==> config.mk <==
export PLATFORM = sky130hd
export DESIGN_NAME = rau_queue
export DESIGN_NICKNAME = d
export VERILOG_FILES = /design/src/hdl/rau_pkg.sv /design/src/hdl/rau_queue.sv
export SDC_FILE = /design/constraint.sdc
export NUM_CORES = 1
export LEC_CHECK = 0
export BUFFER_PORTS_ARGS = -buffer_cell sky130_fd_sc_hd__buf_2
export CAP_MARGIN = 25
export CORE_AREA = 3 3 177 179
export DETAILED_ROUTE_END_ITERATION = 12
export DIE_AREA = 0 0 180 182
export PLACE_DENSITY = 0.76
export SETUP_SLACK_MARGIN = 0.15
export SLEW_MARGIN = 20
export SYNTH_ARGS = -nofsm -noshare
export SYNTH_HDL_FRONTEND = slang
export SYNTH_SLANG_ARGS = --single-unit
==> constraint.sdc <==
create_clock -name clk -period 11.5 [get_ports clk]
set_input_delay 1.725 -clock clk [delete_from_list [all_inputs] [get_ports clk]]
set_output_delay 1.725 -clock clk [all_outputs]
set_load 0.05 [all_outputs]
==> src/hdl/rau_pkg.sv <==
// ----------------------------------------------------------------------------
// rau_pkg: shared types and constants for the rational arithmetic unit
// Command codes, status codes, payload structs and front-to-back job record.
// ----------------------------------------------------------------------------
package rau_pkg;

  localparam int unsigned DEF_WIDTH = 32;
  localparam int unsigned MAG_W     = 64;  // products: 32x32 magnitudes
  localparam int unsigned QUEUE_DEPTH = 2;

  typedef enum logic [2:0] {
    CMD_NORM = 3'd0,
    CMD_ADD  = 3'd1,
    CMD_SUB  = 3'd2,
    CMD_MUL  = 3'd3,
    CMD_DIV  = 3'd4,
    CMD_CMP  = 3'd5,
    CMD_NEG  = 3'd6,
    CMD_NONE = 3'd7
  } cmd_t;

  typedef enum logic [1:0] {
    ST_OK   = 2'd0,
    ST_ZERO = 2'd1,
    ST_OVF  = 2'd2,
    ST_RSVD = 2'd3
  } status_t;

  typedef enum logic [1:0] {
    ORD_LESS    = 2'd0,
    ORD_EQUAL   = 2'd1,
    ORD_GREATER = 2'd2,
    ORD_RSVD    = 2'd3
  } order_t;

  typedef struct packed {
    logic [2:0]  command;
    logic signed [31:0] a_num;
    logic signed [31:0] a_den;
    logic signed [31:0] b_num;
    logic [30:0] b_den;
  } in_item_t;

  typedef struct packed {
    logic signed [31:0] res_num;
    logic [30:0] res_den;
    logic [1:0]  order;
    logic [1:0]  status;
  } out_item_t;

  // classified job handed from front to back
  typedef struct packed {
    logic        direct;   // result known already, no reduction needed
    out_item_t   res;      // result when direct
    logic        neg;      // sign of reduced fraction
    logic [31:0] ma;       // |a_num|
    logic [31:0] mad;      // |a_den|
    logic [31:0] mb;       // |b_num|
    logic [30:0] bd;
    logic [2:0]  command;
    logic        sa;
    logic        sb;
  } job_t;

endpackage

==> src/hdl/rau_queue.sv <==
// ----------------------------------------------------------------------------
// rau_queue: small FIFO between front and back
// Register-based queue; stall when full.
// ----------------------------------------------------------------------------
module rau_queue #(
  parameter int unsigned DEPTH = rau_pkg::QUEUE_DEPTH
) (
  input  logic          clk,
  input  logic          rst,
  input  logic          in_valid,
  output logic          in_stall,
  input  rau_pkg::job_t in_job,
  output logic          out_valid,
  input  logic          out_stall,
  output rau_pkg::job_t out_job
);
  import rau_pkg::*;

  localparam int unsigned AW = (DEPTH > 1) ? $clog2(DEPTH) : 1;

  job_t mem [DEPTH];
  logic [AW-1:0] wptr, rptr;
  logic [AW:0]   count;
  logic push, pop;

  assign in_stall  = (count == (AW+1)'(DEPTH));
  assign out_valid = (count != '0);
  assign push = in_valid && !in_stall;
  assign pop  = out_valid && !out_stall;
  assign out_job = mem[rptr];

  always_ff @(posedge clk) begin
    if (rst) begin
      wptr  <= '0;
      rptr  <= '0;
      count <= '0;
    end else begin
      if (push) begin
        wptr <= (wptr == AW'(DEPTH-1)) ? '0 : wptr + 1'b1;
      end
      if (pop) begin
        rptr <= (rptr == AW'(DEPTH-1)) ? '0 : rptr + 1'b1;
      end
      count <= count + (AW+1)'(push) - (AW+1)'(pop);
    end
    if (push) begin
      mem[wptr] <= in_job;
    end
  end

endmodule

* After elaboration in Yosys (flattened, before gate mapping)
Memories as Yosys holds them, arrays and structs flattened. A register that Yosys moved wholly into a read port is not among the register bits.
Index checks and enable logic that the tools add are counted.
** Operators by class
- Add/subtract/negate cells :: 4
- Eq/ne operators :: 1
- Muxes and demuxes :: 6
- Reductions and logical operators :: 5
** Operators with widths (count)
- $mux 1 :: 6
- $add 1x1->1 const B :: 2
- $add 2x1->2 :: 1
- $eq 2x2->1 const B :: 1
- $logic_and 1x1->1 :: 2
- $logic_not 1->1 :: 2
- $reduce_bool 2->1 :: 1
- $sub 2x1->2 :: 1
** Storage, ports and cells
- Flip-flop bits (word level) :: 4
- Memory bits (writable) :: 402
- Input port bits :: 205
- Output and inout port bits :: 203
- Word-level logic and storage cells :: 20
- Memories kept :: 1
** Memory list
- mem :: depth 2, bits a word 201, read ports 1, clocked after Yosys merged registers in 1, write ports 1, RTL line rau_queue.sv:21 : job_t mem [DEPTH];

* Logic depth before layout (Yosys ltp)
- Word-level depth :: 5
- Depth in mapped cells :: 8
- Mapped depth without buffers :: 8

* Worst setup path after synthesis
No wires, ideal clock.
- Kind :: input port to flip-flop
- Start point :: input port in_valid
- End point :: memory mem[1][0] (netlist bit) (enable)
- Arrival time :: 6.367 ns
- Path slack :: 4.546 ns
- Stages on the path :: 1
- Path buffers :: 0
- Cells stage by stage :: and3_1
** On the way
- Longest elaborated chain between the ends :: 3
** Ends and longest elaborated chain
- from (decl) :: RTL line rau_queue.sv:10 : input logic in_valid,
- $logic_and 1x1->1 :: RTL line rau_queue.sv:28 : assign push = in_valid && !in_stall;
- $mux 1 :: RTL line rau_queue.sv:46 : if (push) begin
- $mux 1 (not written as such) :: RTL line rau_queue.sv:47 : mem[wptr] <= in_job;
- to (decl) :: RTL line rau_queue.sv:21
Every way passes these cells.

==> out/qor.csv <==
metric,value,unit
status,completed,
final_cells,1515,
setup_viol,0,
p_leak,6.889,nW
routed-via-count,7703,
synth.cell_area,14810,sq um
grt_util_all_layers,17.88,%
skew,17.15,ps
synth_edf_count,402,
yosysTopAreaCell,edfxtp_1,
min_period,4389,ps
syn_avg_cell_area,22.65,sq um
core.rowCount,63,
syn_inst,654,
r2r_end,mem[0][84],
cts_hold_buf,0,
cts_max_level,2,
cts.sinks,407,
slowest_stage,buf_4,
coreArea,29720,sq um
crit_buf_inv,2,
num-nets-final,1297,
grt-ovfl-total,0,
power_density,260.5,nW/um^2
worst-r2r-cell-count,5,
yosysMostFrequentCell,edfxtp_1,
drt_wl_total,30600,um
rrSetupSlack,8540,ps
ctsLongestPathBuffers,3,
post_cts_resized,0,
yosys-top-cells-area,"edfxtp_1 81%, mux2_2 15%, buf_6 1.6%",
fillCellCount,2120,
cts_buffers,41,
netlist_top_cells_count,"402 x edfxtp_1, 201 x mux2_2, 21 x buf_6",
wl_per_cell,20.19,um
pre_cts_ws,7093,ps
die_h,182,um
port-buffer-count,407,
syn_to_final_growth,24.99,%
placedCellCount,1434,
hold_ws,498.6,ps
cap_violations,0,
cp.depth,3,
grt_pass1_wl,45840,um
total_power,4.823,mW
crit_fanout,69,
ys.flop_type,edfxtp_1,
gp_congestion,0.7813,
postCtsSetupBuffers,0,
final_cell_area,18520,sq um
seq_area_frac_synth,82.16,%
path_class,register to output port,
io-pin-count,408,
grt_start_max_net_pins,138,
slew_viol_final,0,
max_freq,227.8,MHz
drt_pre_antenna_iters,4,
relSlewSlack,30.12,%
clock_latency,530,ps
hold_violations,0,
clkTransAtPathRegs,60,ps
drive_above_1_share,60.21,%
die-area,32760,sq um
fin_util,62.31,%
dieWidth,180,um
rsz0062_at_grt,no,
place_area,17150,sq um
critPathLaunchType,register,
cp.required,9780,ps
synth_fp_nets,861,
crit_family,buffers and inverters,
period_share,38.17,%
min-delay-path-class,register to register,
yosys_warnings,0,
route.detailed.drc,0,
initial_core_util,49.85,%
crit_path_end,out_job[95],
tns,0,ps
netlist.area_leader.share,81.49,%
crit_chain,buf_4 -> mux2_2 -> buf_2,
ys_seq_elements,407,
max_slew.worst_pin.slew,1048,ps
viasPerCell,5.084,
slowest_delay,770,ps
drt_iter0_drc,452,
ir_drop,0.1908,mV
worstPathArrival,2660,ps
synth_cell_types,18,
grt_pass1_vias,8217,
layout_setup_ws,7111,ps
clock-root-buffer,clkbuf_16,
r2r-start,count[0],
post-dp-hpwl,20230,um
cts_tree,yes,
ant_nets,0,
ys_async_sr_fraction,0,%
end_kind,output port,
antenna_found_initial,9,
-- placed cells by master, fill, tap and decap left out, drive strengths merged, types with 4 or more instances in the layout --
master,n
edfxtp,402
diode,4
dfxtp,5
inv,9
clkinv,17
clkbuf,47
mux2,201
buf,415
-- how the worst min path moves through the flow --
stage                     endpoint  start  slack [ps]  cells past startpoint
after CTS                     wptr   wptr         490                      2
after detailed placement      wptr   wptr         480                      2
after global placement    register   rptr         480                      2
after global routing          wptr   wptr         520                      2
final                         wptr   wptr         500                      2
after floorplan               wptr   wptr         450                      2
-- cell type report --
type                            instances  area (sq um)  share of cell area [%]
Sequential cell                       407         12180                   65.75
Clock buffer                           47          1049                   5.663
Tap cell                              390         488.0                   2.635
Multi-Input combinational cell        220          2387                   12.89
Timing Repair Buffer                  415          2157                   11.65
Clock inverter                         27         224.0                   1.210
Antenna cell                            4         10.01                 0.05406
Inverter                                5         26.28                  0.1419
-- cell families (layout without fill, tap and decap cells) --
| group | after synthesis | in the layout | share of synthesized area [%] |
|---|---|---|---|
| adders and majority gates | 2 | 2 | 0.1689 |
| AOI/OAI and AO/OA | 5 | 5 | 0.1689 |
| buffers and inverters | 27 | 494 | 1.757 |
| and+or+nand+nor | 11 | 11 | 0.4054 |
| xor gates and xnor gates | 1 | 1 | 0.05913 |
| other | 0 | 4 | 0 |
| DFF | 407 | 407 | 82.16 |
| muxes | 201 | 201 | 15.28 |
-- routing by layer --
| layer | global-route usage (%) | vias to the layer above | part of all wire (%) |
|---|---|---|---|
| li1 | - | 3498 | - |
| met1 | 19.93 | 3812 | 36 |
| met2 | 32.19 | 305 | 53 |
| met3 | 5.429 | 78 | 7.4 |
| met4 | 7.054 | 10 | 3.5 |
| met5 | 0 | - | 0.19 |
-- report_power, final --
part / switching [mW] / internal (mW)
logic: 1.20 / 0.417
registers: 0.0590 / 1.89
clock network: 0.526 / 0.725
total: 1.79 / 3.04
-- flip-flops by register name (all words and copies together) (netlist names), named ones only --
register  cells
mem         402
wptr          1
count         2
rptr          1
-- worst reg2reg max path, delay by kind of cell (launching register included) --
family	cells	cell delay [ps]
buffers and inverters	3	1570
and+or+nand+nor	2	570
DFF	1	350
Note: power is estimated with default switching activity, not from simulation.
