<file path="config.mk">
export PLATFORM = sky130hd
export DESIGN_NAME = rau_front
export DESIGN_NICKNAME = d
export VERILOG_FILES = /design/src/hdl/rau_pkg.sv /design/src/hdl/rau_front.sv
export SDC_FILE = /design/constraint.sdc
export NUM_CORES = 1
export LEC_CHECK = 0
export ABC_AREA = 1
export BUFFER_PORTS_ARGS = -buffer_cell sky130_fd_sc_hd__buf_2
export CAP_MARGIN = 10
export CORE_ASPECT_RATIO = 1.5
export CORE_MARGIN = 10
export CORE_UTILIZATION = 45
export DETAILED_ROUTE_END_ITERATION = 10
export PLACE_DENSITY = 0.75
export REMOVE_ABC_BUFFERS = 1
export SLEW_MARGIN = 30
export SYNTH_ARGS = -nofsm -noshare
export SYNTH_HDL_FRONTEND = slang
export SYNTH_SLANG_ARGS = --single-unit
</file>
<file path="constraint.sdc">
create_clock -name clk -period 15.5 [get_ports clk]
set_clock_uncertainty 0.05 [all_clocks]
set_input_delay 3.1 -clock clk [delete_from_list [all_inputs] [get_ports clk]]
set_output_delay 3.1 -clock clk [all_outputs]
set_load 0.02 [all_outputs]
</file>
<file path="src/hdl/rau_pkg.sv">
// ----------------------------------------------------------------------------
// rau_pkg: shared types and constants for the rational arithmetic unit
// Command codes, status codes, payload structs and front-to-back job record.
// ----------------------------------------------------------------------------
package rau_pkg;

  localparam int unsigned DEF_WIDTH = 32;
  localparam int unsigned MAG_W     = 64;  // products: 32x32 magnitudes
  localparam int unsigned QUEUE_DEPTH = 2;

  typedef enum logic [2:0] {
    CMD_NORM = 3'd0,
    CMD_ADD  = 3'd1,
    CMD_SUB  = 3'd2,
    CMD_MUL  = 3'd3,
    CMD_DIV  = 3'd4,
    CMD_CMP  = 3'd5,
    CMD_NEG  = 3'd6,
    CMD_NONE = 3'd7
  } cmd_t;

  typedef enum logic [1:0] {
    ST_OK   = 2'd0,
    ST_ZERO = 2'd1,
    ST_OVF  = 2'd2,
    ST_RSVD = 2'd3
  } status_t;

  typedef enum logic [1:0] {
    ORD_LESS    = 2'd0,
    ORD_EQUAL   = 2'd1,
    ORD_GREATER = 2'd2,
    ORD_RSVD    = 2'd3
  } order_t;

  typedef struct packed {
    logic [2:0]  command;
    logic signed [31:0] a_num;
    logic signed [31:0] a_den;
    logic signed [31:0] b_num;
    logic [30:0] b_den;
  } in_item_t;

  typedef struct packed {
    logic signed [31:0] res_num;
    logic [30:0] res_den;
    logic [1:0]  order;
    logic [1:0]  status;
  } out_item_t;

  // classified job handed from front to back
  typedef struct packed {
    logic        direct;   // result known already, no reduction needed
    out_item_t   res;      // result when direct
    logic        neg;      // sign of reduced fraction
    logic [31:0] ma;       // |a_num|
    logic [31:0] mad;      // |a_den|
    logic [31:0] mb;       // |b_num|
    logic [30:0] bd;
    logic [2:0]  command;
    logic        sa;
    logic        sb;
  } job_t;

endpackage

</file>
<file path="src/hdl/rau_front.sv">
// ----------------------------------------------------------------------------
// rau_front: input stage
// Accepts items, splits signs from magnitudes and sorts out error and trivial
// commands; writes one job record per item into the queue.
// ----------------------------------------------------------------------------
module rau_front (
  input  logic              clk,
  input  logic              rst,
  input  logic              valid,
  output logic              stall,
  input  rau_pkg::in_item_t item,
  output logic              job_valid,
  input  logic              job_stall,
  output rau_pkg::job_t     job
);
  import rau_pkg::*;

  job_t job_c;
  logic sa, sad, sb;

  always_comb begin
    sa  = item.a_num[31];
    sad = item.a_den[31];
    sb  = item.b_num[31];
    job_c = '0;
    job_c.command = item.command;
    job_c.ma  = sa  ? 32'(-item.a_num) : item.a_num;
    job_c.mad = sad ? 32'(-item.a_den) : item.a_den;
    job_c.mb  = sb  ? 32'(-item.b_num) : item.b_num;
    job_c.bd  = item.b_den;
    job_c.sa  = (sa ^ sad) && (job_c.ma != '0);
    job_c.sb  = sb && (job_c.mb != '0);
    job_c.res.res_num = '0;
    job_c.res.res_den = 31'd1;
    job_c.res.order   = ORD_LESS;
    job_c.res.status  = ST_OK;
    job_c.direct = 1'b1;
    if (cmd_t'(item.command) == CMD_NONE) begin
      job_c.direct = 1'b1;
    end else if (job_c.mad == '0 || (item.command >= CMD_ADD && item.command <= CMD_CMP
                 && item.b_den == '0)) begin
      job_c.res.status = ST_ZERO;
    end else if (cmd_t'(item.command) == CMD_DIV && job_c.mb == '0) begin
      job_c.res.status = ST_ZERO;
    end else begin
      job_c.direct = 1'b0;
    end
  end

  // one-entry output register
  assign stall = job_valid && job_stall;

  always_ff @(posedge clk) begin
    if (rst) begin
      job_valid <= 1'b0;
    end else if (!stall) begin
      job_valid <= valid;
    end
    if (!stall && valid) begin
      job <= job_c;
    end
  end

endmodule

</file>
======== Word-level counts from Yosys, hierarchy flattened ========
Cells that the tools add are included.
storage, ports and cells
  word-level logic and storage cells ...... 40
  output and inout port bits .............. 203
  flip-flop bits (word level) ............. 136
cells by class
  reductions and logical operators ........ 15
  bitwise operators ....................... 1
  muxes and demuxes ....................... 6
  eq/ne operators ......................... 2
  $add $sub $neg .......................... 3
  order comparisons ....................... 2
operators by type and width
  operator              count
  $mux W32              3
  $neg A32 Y32          3
  $logic_not A32 Y1     2
  $reduce_bool A32 Y1   2
  $logic_not A31 Y1     1
  $logic_and A1 B1 Y1   7
  $eq A3 B3 Y1 const B  2
  $ge A3 B1 Y1 const B  1
  $le A3 B3 Y1 const B  1
  $mux W1               3
  $reduce_or A2 Y1      1
  $logic_not A1 Y1      1
  $logic_or A1 B1 Y1    1
  $xor A1 B1 Y1         1

======== Logic depth before layout (Yosys ltp) ========
  word-level depth ........................ 6
  depth in mapped cells ................... 16

======== Worst setup path before layout ========
No wires, ideal clock.
  kind .................................... input port to flip-flop
  from .................................... input port job_stall
  to ...................................... register job[0] in the netlist's numbering (enable)
  slack ................................... 5.953 ns
  setup time .............................. 0.629 ns
  stages .................................. 3
  arrival time ............................ 8.868 ns
  cell sequence ........................... nand2_1 -> inv_1 -> nor2_1
on the way
  word-level cells in the longest chain between the ends .. 3
ends and longest elaborated chain
  item                  RTL line         text
  from (decl)           rau_front.sv:13  input logic job_stall,
  $logic_and A1 B1 Y1   rau_front.sv:51  assign stall = job_valid && job_stall;
  named net stall       rau_front.sv:10  output logic stall,
  $logic_not A1 Y1      rau_front.sv:59  if (!stall && valid) begin
  $logic_and A1 B1 Y1   rau_front.sv:59
  to (signal assigned)  rau_front.sv:60  job <= job_c;
  to (decl)             rau_front.sv:14  output rau_pkg::job_t job
The timed path passes the listed nets, and every way through them passes these cells.
A chain may end at the register's enable or synchronous reset.

======== Worst setup path after layout ========
  from .................................... input port job_stall
  to ...................................... output port stall
on the way
  word-level cells in the longest chain between the ends .. 1
ends and longest elaborated chain
  item                 RTL line
  $logic_and A1 B1 Y1  rau_front.sv:51
  to (decl)            rau_front.sv:10
Every way passes these cells.

==> metrics.txt <==
outcome complete, no violations; post-route ant nets 0; Worst-Margin Slew 896 ps; share of layout cells above drive strength 1 0.273; Final TNS setup 0 ps; unrepaired setup endpoints after global routing false; CTS buffer count 17; Simple-Gate Fraction of Synth Area 0.318; Crit. End Element primary output; Synth Area in Compound Gates 0.0327; post-synth top area cell edfxtp_1; switching share of power 0.293; Clock Path Buffers 2; filler cell count 1648; DRT iter0 DRCs 431; XOR/XNOR Fraction of Synth Area 0.0274; Comb power frac 0.186; area delta synth->final 23.0%; die height 186 um; CTS Hold Bufs 0; most used flip-flop cell after synthesis edfxtp_1; Post-synth ARST share 0; VDD IR max 0.0506 mV; CTS Sinks 135; max-cap viol count 0; Tcrit/Tclk final 0.432; Hold Crit Depth 2; Tightest Hold Check Type reg2reg; Seq cells post-synth 135; WP data arrival 3540 ps; # DRC 0; die area 0.0244 mm^2; Wirelength per Cell 17.3 um; number of global-route vias before repair 7830; minimum clock period 6690 ps; setup violators final 0; internal power 0.735 mW; first-pass GRT wire length 39.9 mm; type of origin of the critical path primary input; DR pass1 iterations 5; post-synthesis mux area share 0; CTS tree built; hpwl dp 22.1 mm; worst r2r src job_valid; Clock transition at path regs 60 ps; initial antenna violation count 4; Vias/cell 4.93; Distinct cells, synth 38; clock root cell clkbuf_16; count leader, synth nand2_1; CP Class in2out; Synth Area in Adders 0.00903; all-layer global routing usage 0.213; PnR worst setup slack 8810 ps; top cell type's share of synthesized area 0.484; Post-synth top cells 282 x nand2_1, 136 x nor2_1, 134 x edfxtp_1; Die X-Extent 131 um; PostCTS Resize Cnt 0; GP Congestion 0.983; Mapped Cells 1014; Hold Worst Slack 441 ps; R2R depth 5; Ys Warns 0; most frequent CP cell buf_2; FMAX 149 MHz; via count 7507; CTS H-tree depth 4; DP Worst Slack 8810 ps; final number of hold-violating endpoints 0; largest cells by area after synthesis edfxtp_1 48%, nand2_1 13%, buf_4 6.2%; io pins 337; Post-CTS Setup Repair Bufs 0; Routed WL 26.4 mm; largest net degree at the start of global routing 69; Net Switching 0.305 mW; CP Data Required Time 12350 ps; Seq pwr share 0.423; Post-synth EDFFs 134; GRT Residual Overflow 0; initial core utilization 0.461; main combinational cell family by area after synthesis simple AND/OR/NAND/NOR gates; Syn Area/Cell 8.19 um^2; clock share of power 0.391; number of I/O port buffers 269; Max-slew headroom 0.403; LEAKAGE 4.96 nW; fin nets 1431; core area 0.0180 mm^2; clk_lat worst skew 410 ps; sequential-to-total area share from yosys stat 0.487; Worst Path Max Fanout 2; CP cell instances buf_2, nand2_1, inv_1, buf_2; Syn Std Cell Area 0.00831 mm^2; Final Max Slew Viols 0; Min-Delay Startpoint job_valid; row count 60; crit path from job_stall; slowest CP cell buf_2; Pwr Density 102 mW/mm^2; CP max stage delay 180 ps
sequential cells by signal, indices dropped and copies added, names as in the netlist:
register   flops
job_valid      1
job          134
per-stage QoR:
stage / utilization / cell area, um^2 / instances / power, mW
3_3_place_gp: 0.534 / 9620 / 1489 / 0.637
4_1_cts: 0.567 / 10200 / 1521 / 1.05
3_5_place_dp: 0.534 / 9620 / 1489 / 0.640
6_report: 0.567 / 10200 / 1524 / 1.04
2_1_floorplan: - / 7980 / 1001 / 0.566
5_1_grt: 0.567 / 10200 / 1522 / 1.08
cells by family (layout without fill, tap and decap cells):
logic type / Yosys count / count (layout)
XOR/XNOR: 26 / 26
AND/OR/NAND/NOR: 598 / 598
buffers and inverters: 202 / 427
flip-flops: 135 / 135
adder cells (fa/ha/maj): 6 / 6
AO/OA/AOI/OAI: 45 / 45
other: 2 / 70
critical path: cells and delay by family:
kind	cells	cell delay, ps
buffers and inverters	3	370
and+or+nand+nor	1	60
power groups by stage:
stage / Clock [mW] / Sequential (mW) / Combinational (mW)
after floorplan: 0 / 0.484 / 0.0819
after global placement: 0 / 0.447 / 0.190
after detailed placement: 0 / 0.448 / 0.193
after CTS: 0.415 / 0.440 / 0.193
after global routing: 0.429 / 0.442 / 0.212
final: 0.406 / 0.440 / 0.193
layout by cell type, fill, tap and decap left out, types with 2 or more instances in the layout:
cell type	Yosys	routed
a21oi_1	4	4
a21oi_2	2	2
buf_2	6	269
buf_4	69	2
bufinv_16	0	2
clkbuf_16	0	17
clkbuf_8	0	2
clkinv_2	0	3
clkinv_4	0	2
clkinvlp_4	0	2
conb_1	2	67
diode_2	0	3
edfxtp_1	134	134
ha_1	6	6
inv_1	117	117
inv_2	7	7
inv_6	0	4
nand2_1	282	282
nand2_2	10	10
nand2_4	3	3
nand3_1	94	94
nand3_2	5	5
nand3b_1	7	7
nand4_1	23	23
nor2_1	136	135
nor2_2	12	12
nor2_4	6	7
nor3_1	8	8
nor4_1	6	6
o21ai_0	23	23
o21ai_1	7	7
o21ai_2	3	3
o21bai_1	2	2
or2_2	3	3
xnor2_1	4	4
xor2_1	22	22
path summary, 6_finish.rpt:
check	endpoint	slack (ps)
setup / recovery	stall	8810
setup reg to reg	job[117]	13020
hold / removal	job_valid	440
hold reg to reg	job_valid	440
layer usage:
metal / GRT usage / part of all wire
met1: 0.204 / 0.35
met2: 0.393 / 0.53
met3: 0.0604 / 0.074
met4: 0.111 / 0.045
met5: 0 / 0.00076
layout make-up:
cell class / count / area (um^2) / share of cell area
diodes: 3 / 7.51 / 0.000734
well taps: 217 / 272 / 0.0266
flip-flops and latches: 135 / 4040 / 0.396
repair buffers: 271 / 1360 / 0.133
multi-input cells: 742 / 3480 / 0.340
clock buffers: 19 / 453 / 0.0443
inverters: 124 / 465 / 0.0455
clock inverters: 13 / 143 / 0.0140
Power figures use the tool's default switching activity.
